[src/lag_row_ram.sv]
// ----------------------------------------------------------------------------
// lag_row_ram
// row-wide grid memory, one write and one read port, registered read data
// ----------------------------------------------------------------------------
module lag_row_ram #(
    parameter int DEPTH  = 64,
    parameter int DATA_W = 64
) (
    input  logic                     i_clk,
    input  logic                     i_we,
    input  logic [$clog2(DEPTH)-1:0] i_waddr,
    input  logic [DATA_W-1:0]        i_wdata,
    input  logic [$clog2(DEPTH)-1:0] i_raddr,
    output logic [DATA_W-1:0]        o_rdata
);

    logic [DATA_W-1:0] mem [DEPTH];
    logic [DATA_W-1:0] r_rdata;

    always_ff @(posedge i_clk) begin
        if (i_we) begin
            mem[i_waddr] <= i_wdata;
        end
        r_rdata <= mem[i_raddr];
    end

    assign o_rdata = r_rdata;

endmodule

[config.mk]
export PLATFORM = sky130hd
export DESIGN_NAME = lag_row_ram
export DESIGN_NICKNAME = d
export VERILOG_FILES = /design/src/lag_row_ram.sv
export SDC_FILE = /design/constraint.sdc
export NUM_CORES = 2
export LEC_CHECK = 0
export BUFFER_PORTS_ARGS = -buffer_cell sky130_fd_sc_hd__buf_4
export CORE_MARGIN = 2
export CORE_UTILIZATION = 34
export DETAILED_ROUTE_END_ITERATION = 12
export PLACE_DENSITY = 0.55
export SLEW_MARGIN = 10
export SYNTH_ARGS = -nofsm -noshare
export SYNTH_HDL_FRONTEND = slang
export SYNTH_SLANG_ARGS = --single-unit
[constraint.sdc]
create_clock -name i_clk -period 10.9 [get_ports i_clk]
set_clock_uncertainty 0.15 [all_clocks]
set_input_delay 1.635 -clock i_clk [delete_from_list [all_inputs] [get_ports i_clk]]
set_output_delay 1.635 -clock i_clk [all_outputs]
set_load 0.01 [all_outputs]
[Yosys cells after proc, flatten, opt, wreduce, memory -nomap -nowiden]
Memory sizes are Yosys's and may differ from the RTL's. A register that Yosys moved wholly into a read port is not among the register bits.
Index checks and enable logic that the tools add are counted.
Word-level totals
  word-level logic and storage cells: 3
  register bits after elaboration: 0
  input bits: 78
  memories kept: 1
  bits in writable memories: 4096
  output and inout bits: 64
Memories
  mem: words 64, width 64, rd ports 1, clocked after Yosys merged registers in 1, wr ports 1, RTL line 17  | logic [DATA_W-1:0] mem [DEPTH];
Cells by class
  multiplexer cells: 2
Operators by type and width (count)
  2-to-1 mux 1 bit: 2

[Longest topological paths before layout]
  depth after elaboration: 2
  depth in mapped cells: 9
  mapped depth without buffers: 5

[Worst setup path before layout]
OpenSTA, ideal clock, no wires.
  path kind: input port to flip-flop
  from: input i_waddr[3]
  to: memory mem[48][0] (enable)
  path slack: 3.679 ns
  path buffers: 1
  data required time: 10.186 ns
  arrival: 6.507 ns
  cell stages on the path: 4
  cell sequence: clkbuf_1 nor2b_1 nand4b_1 nor3_1
RTL lines
  from (decl): RTL line 11  | input logic [$clog2(DEPTH)-1:0] i_waddr,
  to (decl): RTL line 17
No word-level cell before the write port.

[Worst setup path in the final report]
  from: input i_we
  to: memory mem[12][36] (enable)
On the way
  word-level cells in the longest chain between the ends: 2
RTL lines
  from (decl): RTL line 10  | input logic i_we,
  2-to-1 mux 1 bit: RTL line 21  | if (i_we) begin
  2-to-1 mux 1 bit (not written as such): RTL line 22  | mem[i_waddr] <= i_wdata;
Every way passes these cells.

==> run_results.csv <==
group,metric,value,unit
detailed_routing,dr_total_vias,75155,
detailed_routing,vias_per_cell,5.57,
place,dpl-instance-area,166000,µm²
yosys,yosys_warnings,0,
sta,worst_pin_slew,1320,ps
place,io_buffers,141,
worst_setup_path,reg2reg_slack,8540,ps
grt,grt_pass1_wl,624000,µm
worst_setup_path,critical_path.max_fanout,26,
detailed_routing,drtAntennaViolNets,0,
yosys,syn-cell-area,156000,µm²
pwr,p_int,26500,µW
clocking,clockBufferDepth,4,
grt,grt-ovfl-total,0,
worst_setup_path,reg2reg_from,"mem[58][59]",
clocking,post_cts_resized,0,
hold_path,hold_class,"flip-flop to flip-flop",
layout,nets,7073,
run_status,outcome,"completed",
clocking,cts_tree,"yes",
grt,grt_pass1_vias,76404,
floorplan,die_area,465000,µm²
layout,drive_gt1_share,28.4,%
pwr,p_switching,7160,µW
detailed_routing,wl_per_cell,33.7,µm
worst_setup_path,endpoint,"mem[12][36]",
sta,rsz0062_at_grt,"no",
clocking,clock_latency,1000,ps
yosys,yosysSeqAreaShare,79.5,%
floorplan,rows,249,
detailed_routing,drt-initial-drc-count,9500,
clocking,clkTransAtPathRegs,60,ps
worst_setup_path,crit_start,"i_we",
pwr,peakVddDrop,139,µV
pwr,power_density,188,nW/µm²
sta,finalSetupViolCount,0,
place,gp_congestion,0.753,
grt,grt_antenna_before_repair,28,
detailed_routing,dr.pass1.iters,6,
clocking,cts_hold_buf,0,
floorplan,core_area,459000,µm²
sta,finalHoldViolCount,0,
worst_setup_path,cp.arrival,5190,ps
sta,fin_crit_sh,43.6,%
sta,finalCriticalPeriod,4760,ps
grt,grt_use_total,19.2,%
pwr,totalPowerFinal,33700,µW
floorplan,die_height,682,µm
yosys,synthCells,6598,
worst_setup_path,crit_path_start_kind,"primary input",
worst_setup_path,path_class,"primary input to flip-flop",
layout,final_area,179000,µm²
worst_setup_path,r2r_end,"o_rdata[59]",
yosys,synth_nets,6676,
floorplan,io_pins,142,
clocking,cts_setup_buffers,0,
sta,finalMaxSlewViolations,0,
layout,syn_to_final_growth,14.7,%
detailed_routing,drc_errors,0,
clocking,cts.sinks,4160,
pwr,sequentialPowerShare,52.9,%
sta,tns,0,ps
worst_setup_path,required,11330,ps
detailed_routing,wl,455000,µm
clocking,h-tree-depth,5,
yosys,ys_ff_latch,4160,
clocking,numCtsBuffers,417,
pwr,switching_share,21.2,%
floorplan,chipWidth,682,µm
place,hpwl,239000,µm
clocking,cts_root_buf,"clkbuf_16",
sta,fmax,0.210,GHz
floorplan,initial_core_util,34.1,%
yosys,ys_types,33,
yosys,avgSynthCellArea,23.7,µm²
worst_setup_path,reg2reg_depth,6,
sta,slew_headroom,12.3,%
worst_setup_path,end_kind,"flip-flop",
flow_run,drv_cap,0,
pwr,clock_power_share,42.6,%
pwr,p_comb_share,4.5,%
grt,grt_max_degree,145,
pwr,total_leakage_power,0.0551,µW
cell families after synthesis:
| family | after synthesis | synth area share, % |
|---|---|---|
| simple gates | 386 | 1.24 |
| buf+inv | 389 | 1.18 |
| flops | 4160 | 79.5 |
| mux | 1159 | 15.6 |
| compound gates | 504 | 2.48 |
critical path: stages:
cell     delay [ps]
buf_4           120
nor2b_1         270
nand2_1         570
nor2_4         1030
buf_4           710
buf_4           610
metrics by stage:
step	hold slack, ps	util (%)	instances	setup slack (ps)
global placement	674	36.1	12724	5120
floorplan	638	-	6598	3680
CTS	678	39.1	13495	6210
detailed placement	685	36.1	12724	5130
finish	675	39.1	13504	6140
global route	725	39.1	13497	5960
cell usage in the layout, fill, tap and decap left out, drive strengths merged:
cell | synthesis | routed
a211oi | 63 | 63
a22o | 88 | 88
a22oi | 168 | 168
a2bb2oi | 19 | 19
a31o | 1 | 1
a31oi | 18 | 18
a41oi | 26 | 26
and2 | 3 | 3
and3 | 64 | 64
buf | 230 | 348
bufinv | 0 | 39
clkbuf | 140 | 546
clkinv | 0 | 157
clkinvlp | 0 | 13
dfxtp | 64 | 64
diode | 0 | 8
edfxtp | 4096 | 4096
inv | 19 | 35
mux2i | 135 | 135
mux4 | 1024 | 1024
nand2 | 58 | 58
nand2b | 11 | 11
nand3 | 45 | 45
nand3b | 2 | 2
nand4 | 2 | 2
nand4b | 1 | 1
nor2 | 112 | 112
nor2b | 28 | 28
nor3 | 2 | 2
o221ai | 38 | 38
o22ai | 83 | 83
or2 | 28 | 28
or3 | 29 | 29
or3b | 1 | 1
cell usage after synthesis:
cell | count | area [µm²]
or3_1 | 29 | 181
nor2b_1 | 28 | 175
a211oi_1 | 63 | 473
a22oi_1 | 168 | 1260
inv_1 | 19 | 71.3
clkbuf_1 | 140 | 526
or3b_2 | 1 | 8.76
buf_6 | 6 | 67.6
dfxtp_1 | 64 | 1280
and2_1 | 3 | 18.8
nor3_1 | 2 | 10.0
nand4b_1 | 1 | 8.76
nand4_1 | 2 | 12.5
and3_1 | 64 | 400
nand3_1 | 45 | 225
buf_2 | 170 | 851
edfxtp_1 | 4096 | 123000
o22ai_1 | 83 | 519
a31o_1 | 1 | 8.76
mux2i_1 | 135 | 1350
nand2_1 | 58 | 218
a2bb2oi_1 | 19 | 166
o221ai_1 | 38 | 333
a31oi_1 | 18 | 113
mux4_2 | 1024 | 23100
nor2_1 | 112 | 420
a41oi_1 | 26 | 228
or2_2 | 28 | 175
a22o_1 | 88 | 771
nand2b_1 | 11 | 68.8
buf_4 | 34 | 255
buf_1 | 20 | 75.1
nand3b_1 | 2 | 15.0
power groups by stage:
stage,registers [µW],clock network [µW],logic (µW)
2_1_floorplan,18100,0,825
3_3_place_gp,18200,0,1510
3_5_place_dp,18200,0,1540
4_1_cts,17800,14600,1540
5_1_grt,17800,15200,1610
6_report,17800,14400,1520
how the worst min path moves through the flow:
stage / from / to / slack, ps / cells after the start
detailed placement: mem[46][34] / o_rdata[34] / 690 / 4
CTS: mem[51][12] / o_rdata[12] / 680 / 4
global placement: mem[36][30] / o_rdata[30] / 670 / 4
finish: mem[51][12] / o_rdata[12] / 680 / 4
global route: mem[51][12] / o_rdata[12] / 720 / 4
floorplan: mem[30][61] / o_rdata[61] / 640 / 4
state kept, by name, indices dropped and copies added (netlist names):
| register | flops |
|---|---|
| mem | 4096 |
| o_rdata | 64 |
routing by layer:
metal | up-vias | GRT usage, % | part of all wire, %
met1 | 41996 | 26.8 | 41
met2 | 3220 | 31.8 | 49
li1 | 29315 | - | -
met3 | 612 | 2.93 | 7.2
met4 | 12 | 4.37 | 2.3
met5 | - | 0 | 0.015
final cells by class:
| cell class | count | area [µm²] |
|---|---|---|
| flip-flops and latches | 4160 | 124000 |
| well taps | 6149 | 7690 |
| inverters | 19 | 71.3 |
| diodes | 8 | 20.0 |
| repair buffers | 348 | 2850 |
| multi-input cells | 2049 | 30800 |
| clock buffers | 546 | 11300 |
| fillers | 40305 | 280000 |
| clock inverters | 225 | 2350 |
Power figures use the tool's default switching activity.
