[src/lag_pkg.sv]
// ----------------------------------------------------------------------------
// lag_pkg
// shared types, op codes and the b3/s23 cell rule for the life generation unit
// ----------------------------------------------------------------------------
package lag_pkg;

    localparam logic [1:0] OP_WRITE = 2'd0;
    localparam logic [1:0] OP_STEP  = 2'd1;
    localparam logic [1:0] OP_READ  = 2'd2;

    localparam int unsigned FIELD_W = 6;

    typedef struct packed {
        logic [1:0]         op;
        logic [FIELD_W-1:0] col;
        logic [FIELD_W-1:0] row;
        logic               cell_in;
    } t_cmd;

    typedef struct packed {
        logic alive;
        logic done_res;
    } t_res;

    // next state of one cell from its own value and its eight neighbours
    function automatic logic f_next_cell(input logic live, input logic [7:0] nb);
        logic [3:0] cnt;
        cnt = 4'd0;
        for (int i = 0; i < 8; i++) begin
            cnt = cnt + {3'd0, nb[i]};
        end
        return (cnt == 4'd3) || (live && (cnt == 4'd2));
    endfunction

endpackage

[src/lag_row_rule.sv]
// ----------------------------------------------------------------------------
// lag_row_rule
// new generation of one row from the rows above, at and below it
// ----------------------------------------------------------------------------
module lag_row_rule #(
    parameter int GRID_WIDTH = 64
) (
    input  logic [GRID_WIDTH-1:0] i_up,
    input  logic [GRID_WIDTH-1:0] i_mid,
    input  logic [GRID_WIDTH-1:0] i_down,
    output logic [GRID_WIDTH-1:0] o_next
);

    for (genvar x = 0; x < GRID_WIDTH; x++) begin : g_lane
        // columns wrap around at both edges
        localparam int XM = (x + GRID_WIDTH - 1) % GRID_WIDTH;
        localparam int XP = (x + 1) % GRID_WIDTH;

        logic [7:0] nb;

        assign nb = {i_up[XM], i_up[x], i_up[XP],
                     i_mid[XM], i_mid[XP],
                     i_down[XM], i_down[x], i_down[XP]};
        assign o_next[x] = lag_pkg::f_next_cell(i_mid[x], nb);
    end

endmodule

[config.mk]
export PLATFORM = sky130hd
export DESIGN_NAME = lag_row_rule
export DESIGN_NICKNAME = d
export VERILOG_FILES = /design/src/lag_pkg.sv /design/src/lag_row_rule.sv
export SDC_FILE = /design/constraint.sdc
export NUM_CORES = 1
export LEC_CHECK = 0
export BUFFER_PORTS_ARGS = -buffer_cell sky130_fd_sc_hd__buf_2
export CAP_MARGIN = 40
export CELL_PAD_IN_SITES_DETAIL_PLACEMENT = 1
export CELL_PAD_IN_SITES_GLOBAL_PLACEMENT = 2
export CORE_MARGIN = 4
export CORE_UTILIZATION = 31
export DETAILED_ROUTE_END_ITERATION = 16
export PLACE_DENSITY = 0.84
export SLEW_MARGIN = 20
export SYNTH_ARGS = -nofsm -noshare
export SYNTH_HDL_FRONTEND = slang
export SYNTH_SLANG_ARGS = --single-unit
export TNS_END_PERCENT = 5
[constraint.sdc]
create_clock -name vclk -period 3.71
set_input_delay 0.5565 -clock vclk [all_inputs]
set_output_delay 0.5565 -clock vclk [all_outputs]
set_load 0.1 [all_outputs]
### Word level (Yosys, flattened, before mapping)

Index checks and enable logic that the tools add are counted.
W data, S select, Z words.

| storage, ports and cells | value |
|---|---|
| flip-flop bits (word level) | 0 |
| input port bits | 192 |
| output and inout bits | 64 |
| logic and storage cells | 704 |

| operators by class | value |
|---|---|
| add/subtract/negate cells | 448 |
| eq/ne operators | 128 |
| reductions and logical operators | 128 |

Operator list:

| kind | count |
|---|---|
| $add A4 B1 Y4 | 256 |
| $eq A4 B2 Y1 const B | 128 |
| $add A3 B1 Y4 | 64 |
| $add A2 B1 Y3 | 64 |
| $add A1 B1 Y2 | 64 |
| $logic_and A1 B1 Y1 | 64 |
| $logic_or A1 B1 Y1 | 64 |

### Depth between registers and ports, before layout

Gate-level depths: netlist of run 1.

| depth | value |
|---|---|
| word-level depth | 10 |
| depth in mapped cells | 9 |

### Least setup slack after synthesis of run 1

OpenSTA, ideal clock, no wires.

| timing path | value |
|---|---|
| kind | input -> output |
| from | input port i_up[38] |
| to | output port o_next[39] |
| data arrival time | 4.366 ns |
| required time | 3.154 ns |
| setup slack | -1.212 ns |
| cell stages on the path | 9 |
| path buffers | 0 |
| cells stage by stage | inv_1 > fa_1 > fa_1 > fa_1 > inv_1 > ha_1 > fa_1 > or2_0 > a21oi_1 |

| between the ends | value |
|---|---|
| cells in the longest elaborated chain, start to end | 4 |
| elaborated cells on any way between the ends | 5 |
| classes of those cells | 1 x add/sub; 2 x eq/ne; 2 x reduce/logical |

Ends and longest elaborated chain:

| what | line | text |
|---|---|---|
| start, declared | lag_row_rule.sv:8 | `input logic [GRID_WIDTH-1:0] i_up,` |
| $add A4 B1 Y4 * | lag_pkg.sv:30 | `cnt = cnt + {3'd0, nb[i]};` |
| $eq A4 B2 Y1 | lag_pkg.sv:32 | `return (cnt == 4'd3) \|\| (live && (cnt == 4'd2));` |
| $logic_and A1 B1 Y1 | lag_pkg.sv:32 |  |
| $logic_or A1 B1 Y1 * | lag_pkg.sv:32 |  |
| end, declared | lag_row_rule.sv:11 | `output logic [GRID_WIDTH-1:0] o_next` |

Mark *: on every way between the ends. The rest lies on a longest branch, timed or not.

### Worst setup path in the final report of run 1

| timing path | value |
|---|---|
| from | input port i_mid[13] |
| to | output port o_next[14] |

| between the ends | value |
|---|---|
| cells in the longest elaborated chain, start to end | 7 |
| elaborated cells on any way between the ends | 8 |
| classes of those cells | 4 x add/sub; 2 x eq/ne; 2 x reduce/logical |

Ends and longest elaborated chain:

| what | line | text |
|---|---|---|
| start, declared | lag_row_rule.sv:9 | `input logic [GRID_WIDTH-1:0] i_mid,` |
| $add A4 B1 Y4 * (4 in a row) | lag_pkg.sv:30 |  |
| $eq A4 B2 Y1 | lag_pkg.sv:32 |  |
| $logic_and A1 B1 Y1 | lag_pkg.sv:32 |  |
| $logic_or A1 B1 Y1 * | lag_pkg.sv:32 |  |

Marked as above.

==> impl_results.md, run 1 <==
* Drt drc at 0
* Clock buffer cells at 0
* NetSw at about 4.7 mW
* Critical-path top delay cell: fa_1
* Pin count of the biggest net entering global routing at 4
* Cell Area, Synth at between 10000 and 15000 um2
* Rel. slew slack at 74.8%
* Core ar. at about 35000 um2
* Die area at between 30000 and 40000 um2
* DR WL/cell at between 10 and 15 um
* Mean Syn Cell Area at between 8 and 9 um2
* Hold Path Class: in -> out
* FFs & Latches at 0
* Top Ports at ~260
* Peak supply drop at around 0.5 mV
* Final max-slew violation count at 0
* Max_cap viols at 0
* Actual slew at the worst max-slew pin at roughly 0.37 ns
* Delay-heaviest family, CP: adder cells
* Violated checks: setup timing
* Input/output buffers at approximately 260
* WP data arrival at approximately 3.5 ns
* Pint at 2.96 mW
* Register area at 0 um2
* DPL Wire Length at between 20000 and 30000 um
* Tot Pwr at 7.62 mW
* # setup viols final at 64
* P_leak at 8.34 nW
* Fin nets at roughly 2300
* Die width at roughly 200 um
* Fin crit share at 109%
* DR iter-0 viols at around 140
* Most Frequent Cell on Critical Path: fa_1
* Minimum clock period at about 4 ns
* Initial antenna violation count at 16
* Vias/cell at 4.49
* CP cell instances: buf_8, inv_4, fa_1, fa_1, fa_1, inv_2, ha_4, fa_2, or2_4, a21oi_4, buf_12
* Share of cells above drive strength 1 at between 30 and 40%
* Initial Util at about a third
* Yosys warnings at 0
* GP Congestion at between 0.8 and 0.9
* First-pass GRT wire length at between 50000 and 60000 um
* Detail Route Antenna Nets at 0
* Post-synthesis sequential area ratio at 0%
* Post-synth cell types at 8
* Critical Path Start Type: primary input
* Critical path endpoint: o_next[14]
* Pwr dens at around 480 nW/um2
* Sw Ratio at a little over 60%
* Flop pwr share at 0%
* Critical Path Max Stage Delay at a little under 0.6 ns
* Die Ht at ~200 um
* Area of the multi-input gates at 10200 um2
* Fin area at roughly 16000 um2
* Worst Setup Slack, final at -0.350 ns
* Worst EP required at 3.15 ns
* Area grow syn2layout at 47.1%
* Combinational share of power at between 90% and 100%
* Net Count, Synth at 1855
* Number of hold buffers added after CTS at 0
* Fmax at 0.246 GHz
* Hold Fails Final Rpt at 0
* CP startpoint: i_mid[13]
* Grt ovf at 0
* Filler cell count at 4018
* GRT Total Usage at 16.0%
* Status: finished with violations
* Crit path buf inv count at 4
* CP max FO at 2
* Drt first pass iters at 4
* Mapped Cells at roughly 1200
* Via count at roughly 9400
* FP Rows at about 70
* Post-Route Setup TNS at -17.42 ns
* WL final at a little over 30000 um
* RSZ-0062 raised after global routing: yes
* Placed cell area at ~16000 um2
* Clk pwr share at 0%
* Crit path capture type: primary output
* Stages on worst setup path at 11
* WS Path Type: in -> out
* Vias in the first global route at 11200
==> power groups by stage <==
stage / sequential [mW] / combinational (mW) / clock [mW]
floorplan: 0 / 5.04 / 0
global placement: 0 / 7.14 / 0
detailed placement: 0 / 7.43 / 0
CTS: 0 / 7.60 / 0
global route: 0 / 8.34 / 0.000000180
finish: 0 / 7.62 / 0.000000289
==> through the flow <==
step / worst slack [ns] / cells / hold WS [ns] / utilization [%]
5_1_grt: -0.463 / 2087 / 1.60 / 46.2
6_report: -0.350 / 2090 / 1.59 / 46.2
2_1_floorplan: -0.316 / 1215 / 1.38 / -
3_3_place_gp: -0.396 / 2077 / 1.62 / 45.2
4_1_cts: -0.390 / 2078 / 1.58 / 45.6
3_5_place_dp: -0.387 / 2077 / 1.62 / 45.2
==> what timing repair did <==
item,in CTS,in global routing
pin swaps,36,27
gates resized for setup,84,84
cloned,0,0
setup endpoints to repair,64,64
setup buffers,1,4
==> metal layers <==
layer | up-vias | GRT usage (%) | share of wire, %
li1 | 4496 | - | -
met1 | 4681 | 19.1 | 40
met2 | 153 | 31.0 | 54
met3 | 40 | 2.40 | 4.3
met4 | 18 | 2.15 | 1.6
met5 | - | 0 | 0.38
==> worst min-delay path, stage by stage <==
cell     delay, ns
buf_2         0.11
o21ai_2       0.16
a21oi_4       0.04
buf_12        0.15
==> worst min-delay path by stage <==
| stage | from | slack (ns) | cells past startpoint | end |
|---|---|---|---|---|
| 2_1_floorplan | i_mid[46] | 1.38 | 2 | o_next[46] |
| 3_3_place_gp | i_mid[55] | 1.62 | 4 | o_next[55] |
| 3_5_place_dp | i_mid[21] | 1.62 | 4 | o_next[21] |
| 4_1_cts | i_mid[21] | 1.58 | 4 | o_next[21] |
| 5_1_grt | i_mid[21] | 1.60 | 4 | o_next[21] |
| 6_report | i_mid[8] | 1.59 | 4 | o_next[8] |
==> cell usage in the layout (no fill, tap or decap), types with 15 or more instances in the layout <==
cell type  Yosys  layout
inv_1        447     391
buf_4          0     156
buf_2          0     177
or2_1         42      51
fa_1         256     224
o21ai_2        0      15
buf_12         0      64
ha_1         192     174
o21ai_1        0      38
nand3_1       64      64
a21oi_1      128      64
a21oi_4        0      64
fa_2           0      32
inv_2          0      47
==> logic make-up after synthesis <==
group	synth area share [%]
adder cells (fa/ha/maj)	69.1
AO/OA/AOI/OAI	8.83
buffers and inverters	15.4
AND/OR/NAND/NOR	6.62
==> synthesized netlist by cell type <==
cell	number	share of area, %
fa_1	256	47
ha_1	192	22
or2_1	42	2.4
or2_0	22	1.3
inv_1	447	15
o21ai_0	64	2.9
a21oi_1	128	5.9
nand3_1	64	2.9
==> layout make-up <==
type,count,share of cell area (%)
multi-input cells,768,63.7
repair buffers,412,22.0
inverters,447,10.6
well taps,455,3.56
diodes,8,0.125
No activity file was read; power rests on OpenSTA's default activity.
==> run 2, diff against run 1 <==
- CORE_UTILIZATION: 31 -> 25
- PLACE_DENSITY: 0.84 -> 0.7
==> impl_results.md, run 2 (synthesis gave the netlist of run 1 again) <==
* Share of cells above drive strength 1 at 38.4% (was 37.5%)
* Vias/cell at 4.14 (was 4.49)
* First-pass GRT wire length at 51700 um (was 52000 um)
* Critical-path top delay cell: fa_1 (unchanged)
* Pin count of the biggest net entering global routing at 4 (unchanged)
* Core ar. at 43100 um2 (was 34600 um2)
* Final max-slew violation count at 0 (unchanged)
* Critical Path Start Type: primary input (unchanged)
* WL final at 30400 um (was 30500 um)
* Critical Path Max Stage Delay at 0.54 ns (was 0.58 ns)
* Most common cell after layout, fill and taps aside: inv_1 (unchanged)
* Clock buffer cells at 0 (unchanged)
* Status: finished with violations (unchanged)
* Most frequent cells in the layout: 393 x inv_1, 215 x fa_1, 183 x buf_2 (was 391 x inv_1, 224 x fa_1, 177 x buf_2)
* Initial Util at 25.3% (was 31.4%)
* DR WL/cell at 13.7 um (was 14.6 um)
* RSZ-0062 raised after global routing: yes (unchanged)
* Hold_sp: i_mid[3] (was i_mid[8])
* Die width at 217 um (was 195 um)
* P_leak at 8.32 nW (was 8.34 nW)
* GRT Total Usage at 13.1% (was 16.0%)
* Drt drc at 0 (unchanged)
* Worst EP required at 3.15 ns (about the same)
* Actual slew at the worst max-slew pin at 0.342 ns (was 0.374 ns)
* Die Ht at 217 um (was 195 um)
* Vias in the first global route at 10900 (was 11200)
* Delay-heaviest family, CP: adder cells (unchanged)
* Number of hold buffers added after CTS at 0 (unchanged)
* Detail Route Antenna Nets at 0 (unchanged)
* WHS Path Cells at 4 (unchanged)
* Input/output buffers at 256 (unchanged)
* NetSw at 4.64 mW (was 4.66 mW)
* Hold Fails Final Rpt at 0 (unchanged)
* # setup viols final at 64 (unchanged)
* FP Rows at 76 (was 68)
* WS Path Type: in -> out (unchanged)
* Max_cap viols at 0 (unchanged)
* WP data arrival at 3.48 ns (was 3.50 ns)
* Stages on worst setup path at 11 (unchanged)
* Top Ports at 256 (unchanged)
* Fin crit share at 109% (about the same)
* Die area at 47000 um2 (was 38200 um2)
* Area grow syn2layout at 48.1% (was 47.1%)
* CP cell instances: buf_6, clkinvlp_4, fa_1, fa_2, fa_1, inv_1, ha_2, fa_2, or2_4, a21oi_4, buf_12 (was buf_8, inv_4, fa_1, fa_1, fa_1, inv_2, ha_4, fa_2, or2_4, a21oi_4, buf_12)
* Grt ovf at 0 (unchanged)
* Flop pwr share at 0% (about the same)
* Worst hold slack at 1.59 ns (about the same)
* Combinational share of power at 100.0% (about the same)
* Initial antenna violation count at 13 (was 16)
* Crit path buf inv count at 4 (unchanged)
* Fin nets at 2271 (was 2269)
* Clk pwr share at 0% (about the same)
* Sw Ratio at 61.1% (about the same)
* CP max FO at 3 (was 2)
* Post-Route Setup TNS at -16.47 ns (was -17.42 ns)
* FFs & Latches at 0 (unchanged)
* DPL Wire Length at 29800 um (was 29400 um)
* Crit path capture type: primary output (unchanged)
* Peak supply drop at 0.341 mV (was 0.493 mV)
* Worst Setup Slack, final at -0.329 ns (was -0.350 ns)
* Register area at 0 um2 (unchanged)
* GP Congestion at 0.832 (was 0.836)
* DR iter-0 viols at 112 (was 137)
* Drt first pass iters at 3 (was 4)
* Minimum clock period at 4.04 ns (was 4.06 ns)
* Rel. slew slack at 77.0% (was 74.8%)
* Pwr dens at 471 nW/um2 (was 476 nW/um2)
* Via count at 9193 (was 9388)
* Hold Path Class: in -> out (unchanged)
* Violated checks: setup timing (unchanged)
* Worst Hold End: o_next[3] (was o_next[8])
* Placement Setup Slack at -0.472 ns (was -0.387 ns)
* Pint at 2.96 mW (about the same)
* Fin util at 37.4% (was 46.2%)
* Fmax at 0.248 GHz (was 0.246 GHz)
run 2: changes by cell type in the layout (fill, tap and decap cells not counted), moves of 4 or more:
cell and change:
inv_4 -5, fa_1 -9, o21ai_0 -4, buf_6 -4, buf_8 -4, fa_2 +9
o21ai_1 +4, ha_2 +5, buf_2 +6, buf_4 +4
run 2: worst max path at each step:
stage	slack, ns	from	to
6_report	-0.33	i_up[1]	o_next[2]
5_1_grt	-0.42	i_up[44]	o_next[44]
4_1_cts	-0.36	i_up[14]	o_next[15]
3_5_place_dp	-0.47	i_up[2]	o_next[3]
3_3_place_gp	-0.44	i_up[2]	o_next[3]
2_1_floorplan	-0.32	i_up[0]	o_next[0]
run 2: through the flow:
| stage | power [mW] | area (um2) | instances |
|---|---|---|---|
| finish | 7.60 | 16100 | 2220 |
| floorplan | 5.04 | 11700 | 1215 |
| detailed placement | 7.45 | 15800 | 2211 |
| CTS | 7.57 | 15900 | 2211 |
| global route | 8.31 | 16100 | 2216 |
| global placement | 7.22 | 15800 | 2211 |
run 2: timing repair:
action	in CTS	in global routing
setup endpoints to repair	64	64
resized for setup	62	105
pin swaps	24	42
cloned	0	0
setup buffers	0	3
endpoints found under the hold margin	0	0
run 2: power groups by stage:
stage	Combinational, mW	Sequential, mW	Clock, mW
finish	7.60	0	0.000000216
global route	8.31	0	0.0000000721
CTS	7.57	0	0
detailed placement	7.45	0	0
global placement	7.22	0	0
floorplan	5.04	0	0
run 2: layout make-up:
class	instances	area, um2
Multi-Input combinational cell	768	10200
Fill cell	4970	26900
Tap cell	585	732
Antenna cell	6	15.0
Inverter	447	1690
Timing Repair Buffer	414	3480
run 2: layer usage:
metal	vias to the layer above	track usage [%]	share of wire (%)
met1	4515	15.8	41
met4	18	0.747	0.83
li1	4496	-	-
met3	28	3.13	5.9
met2	136	24.6	52
met5	-	0	0.35
run 2: worst min-delay path, delay by kind of cell:
family                 cells  cell delay (ns)
AOI/OAI and AO/OA          2             0.19
buffers and inverters      2             0.27
